==> config.mk <==
export PLATFORM = sky130hd
export DESIGN_NAME = ocia_divider
export DESIGN_NICKNAME = d
export VERILOG_FILES = /design/src/sv/ocia_divider.sv
export SDC_FILE = /design/constraint.sdc
export NUM_CORES = 2
export LEC_CHECK = 0
export BUFFER_PORTS_ARGS = -buffer_cell sky130_fd_sc_hd__buf_2
export CORE_ASPECT_RATIO = 1.1
export CORE_MARGIN = 3
export CORE_UTILIZATION = 58
export DETAILED_ROUTE_END_ITERATION = 16
export PLACE_DENSITY = 0.77
export SYNTH_ARGS = -nofsm -noshare
export SYNTH_HDL_FRONTEND = slang
export SYNTH_SLANG_ARGS = --single-unit
==> constraint.sdc <==
create_clock -name clk -period 4 [get_ports clk]
set_input_delay 0.8 -clock clk [delete_from_list [all_inputs] [get_ports clk]]
set_output_delay 0.8 -clock clk [all_outputs]
set_load 0.01 [all_outputs]
==> src/sv/ocia_divider.sv <==
// Pipelined unsigned restoring divider, one quotient bit per stage.
module ocia_divider #(
	parameter int W = 32
) (
	input  logic          clk,
	input  logic          en,
	input  logic [W-1:0]  num,
	input  logic [W-1:0]  den,
	output logic [W-1:0]  quo,
	output logic [W-1:0]  rem
);
	logic [W-1:0]  rem_r [0:W];
	logic [W-1:0]  num_r [0:W];
	logic [W-1:0]  den_r [0:W];

	assign rem_r[0] = '0;
	assign num_r[0] = num;
	assign den_r[0] = den;

	for (genvar i = 0; i < W; i++) begin : g_st
		logic [W:0] trial;
		logic [W:0] diff;
		assign trial = {rem_r[i], num_r[i][W-1]};
		assign diff = trial - {1'b0, den_r[i]};
		always_ff @(posedge clk) begin
			if (en) begin
				rem_r[i+1] <= diff[W] ? trial[W-1:0] : diff[W-1:0];
				num_r[i+1] <= {num_r[i][W-2:0], ~diff[W]};
				den_r[i+1] <= den_r[i];
			end
		end
	end

	assign quo = num_r[W];
	assign rem = rem_r[W];
endmodule
==> reports/qor.csv <==
stage,metric,value,unit
critical_path,crit_required,4.61,ns
synth,syn_area,154700,um2
cells_and_area,drive_above_1_share,18.47,%
drt,drcViolationCount,0,
synth,synth_cell_types,99,
status,outcome,"complete, but fails checks",
pwr,ir_worst_vdd,0.5119,mV
sta,setup_viol,65,
global_routing,grt_use_total,25.21,%
sta,rsz0062_at_grt,true,
clock_tree,cts_made_buffers,319,
cells_and_area,seqCellArea,91290,um2
global_routing,grt_pass1_wl,547.7,mm
drt,vias,98986,
critical_path,startpoint_type,flip-flop,
clock_tree,clockBufferDepth,4,
placed_design,gp_congestion,0.9610,
floorplanning,die_area,273000,um2
cells_and_area,final_common_cell,edfxtp_1,
placed_design,dp_hpwl,252.5,mm
global_routing,gr-total-overflow,0,
synth,yosysWarningCount,0,
sta,report.final.slew_viol_count,0,
sta,hold_violations,0,
sta,hold_ws,0.09828,ns
pwr,power,162.8,mW
critical_path,critPathArrivalTime,4.69,ns
global_routing,met2_usage,43.00,%
sta,fin_crit_sh,102.1,%
global_routing,grt-busiest-layer,met2,
synth,syn_inst,12060,
global_routing,met1_usage,32.69,%
global_routing,antenna_found_initial,9,
pwr,p_per_area,908.0,nW/um2
sta,fin_skew,0.05801,ns
clock_tree,clock_latency,0.89,ns
synth,ys.flop_type,edfxtp_1,
floorplanning,ios,130,
global_routing,grt_max_degree,128,
sta,fin_crit,4.082,ns
drt,routedWlPerCell,21.37,um
critical_path,crit_path_end_kind,flip-flop,
placed_design,port_buffers,129,
drt,drtPass1Iterations,7,
synth,synth-async-reset-ratio,0,%
clock_tree,cts.root.buffer_cell,clkbuf_16,
status,failed_checks,negative setup slack,
sta,max_freq,0.2450,GHz
cells_and_area,final_cell_mix,"edfxtp_1 (3040), inv_1 (1220), ha_1 (967)",
clock_tree,cts_sinks,3040,
synth,yosysSeqAreaShare,59.01,%
drt,ant_nets,0,
cells_and_area,multi_input_area,60020,um2
sta,finalWorstSetupSlack,-0.08204,ns
floorplanning,rows,198,
cells_and_area,nets,14148,
floorplanning,core_area,265100,um2
pwr,p_leak,74.13,nW
critical_path,crit_type,flip-flop to flip-flop,
global_routing,use_met3,4.026,%
drt,drt-initial-drc-count,8873,
critical_path,reg2reg_depth,16,
global_routing,grt_pass1_vias,98921,
cells_and_area,area_growth,15.88,%
worst_hold_path,hold_depth,1,
floorplanning,fp.dieW,498.4,um
synth,syn_area_per_cell,12.83,um2
sta,tightest_slew,0.8506,ns
critical_path,cp_max_fo,6,
synth,synth_edf_count,3040,
worst_hold_path,hp-class,primary input to flip-flop,
drt,finalWirelength,359.3,mm
sta,slew_headroom,42.55,%
floorplanning,die_h,547.7,um
synth,ys_ff_latch,3040,
clock_tree,clk_pin_slew,0.06,ns
clock_tree,cts_hold_buffers,0,
clock_tree,cts_tree,done,
cells_and_area,fillers,18179,
flow_run,drv_cap,0,
drt,avgViaCountPerCell,5.887,
floorplanning,initial_core_util,58.36,%
clock_tree,h-tree-depth,5,
==> cells by family (layout without fill, tap and decap cells) <==
logic type / count (synthesis) / after routing / synth area share (%)
fa+ha+maj: 1025 / 1025 / 8.440
other cells: 1 / 25 / 0.002424
simple gates: 1998 / 1998 / 6.158
buf+inv: 1503 / 2733 / 3.823
compound gates: 2829 / 2829 / 11.82
flops: 3040 / 3040 / 59.01
mux: 811 / 811 / 5.909
xor+xnor: 853 / 854 / 4.844
==> what timing repair did <==
action,4_1_cts,5_1_grt
pin swaps,87,155
gates resized for setup,214,368
setup buffers,93,120
cloned,21,28
endpoints found under the setup margin,715,903
==> registers in the layout (all words and copies together), names as in the netlist <==
signal	cells
rem	32
num_r	961
quo	32
g_st.trial	1023
den_r	992
==> worst max-delay path: stages, from the launching register on <==
cell and delay (ns):
edfxtp_1 0.45, ha_4 0.20, fa_2 0.35, nand2b_4 0.17
a21oi_4 0.20, o2111ai_4 0.16, a2111oi_4 0.36, buf_4 0.20
nor2_4 0.05, o21bai_1 0.19, a21o_1 0.21, a31oi_4 0.12
o41ai_4 0.29, xnor2_2 0.20, buf_6 0.20, clkbuf_16 0.17
mux2_4 0.29
==> cell type report <==
type	instances	share of cell area, %
Multi-Input combinational cell	7532	33.48
Antenna cell	10	0.01396
Timing Repair Buffer	925	4.772
Sequential cell	3040	50.92
Clock buffer	371	4.574
Clock inverter	198	1.191
Inverter	1239	2.600
Tap cell	3500	2.443
==> layer usage <==
metal | vias up | wire, um
li1 | 46719 | -
met1 | 48242 | 147100
met2 | 3219 | 175500
met3 | 804 | 22300
met4 | 2 | 14360
met5 | - | 13
==> Yosys cell counts (all sizes together) (177+ instances only) <==
cell | number | area share (%)
xor2 | 304 | 1.7
mux2 | 740 | 5.4
edfxtp | 3040 | 59
o21ai | 596 | 1.9
ha | 994 | 8.0
inv | 1239 | 3.0
xnor2 | 549 | 3.1
nand3 | 177 | 0.57
a21o | 539 | 2.6
nor2 | 481 | 1.2
nand2 | 634 | 1.5
a21oi | 824 | 2.7
==> through the flow <==
| step | util, % | TNS [ns] | setup slack (ns) | area [um2] | cells |
|---|---|---|---|---|---|
| 5_1_grt | 67.62 | -28.25 | -0.1952 | 179300 | 16812 |
| 6_report | 67.63 | -3.312 | -0.08204 | 179300 | 16815 |
| 3_5_place_dp | 61.77 | -106.23 | -0.5923 | 163700 | 15987 |
| 4_1_cts | 66.54 | -1.586 | -0.06941 | 176400 | 16670 |
| 3_3_place_gp | 61.77 | -64.38 | -0.4818 | 163700 | 15987 |
| 2_1_floorplan | - | 0 | 0.07112 | 154800 | 12074 |
==> where the power goes <==
group	leakage (nW)	internal (mW)	switching [mW]
combinational	39.3	40.9	40.4
clock	5.04	17.0	12.4
sequential	29.8	46.7	5.36
==> final timing paths <==
path | end | from | slack [ns]
worst max-delay path | g_st[9].trial[15]$_DFFE_PP_ | den_r[768]$_DFFE_PP_ | -0.08
worst min-delay path | num_r[1022]$_DFFE_PP_ | num[29] | 0.1
worst max register to register | g_st[9].trial[15]$_DFFE_PP_ | den_r[768]$_DFFE_PP_ | -0.08
worst min register to register | num_r[398]$_DFFE_PP_ | num_r[429]$_DFFE_PP_ | 0.39
Power figures use the tool's default switching activity.
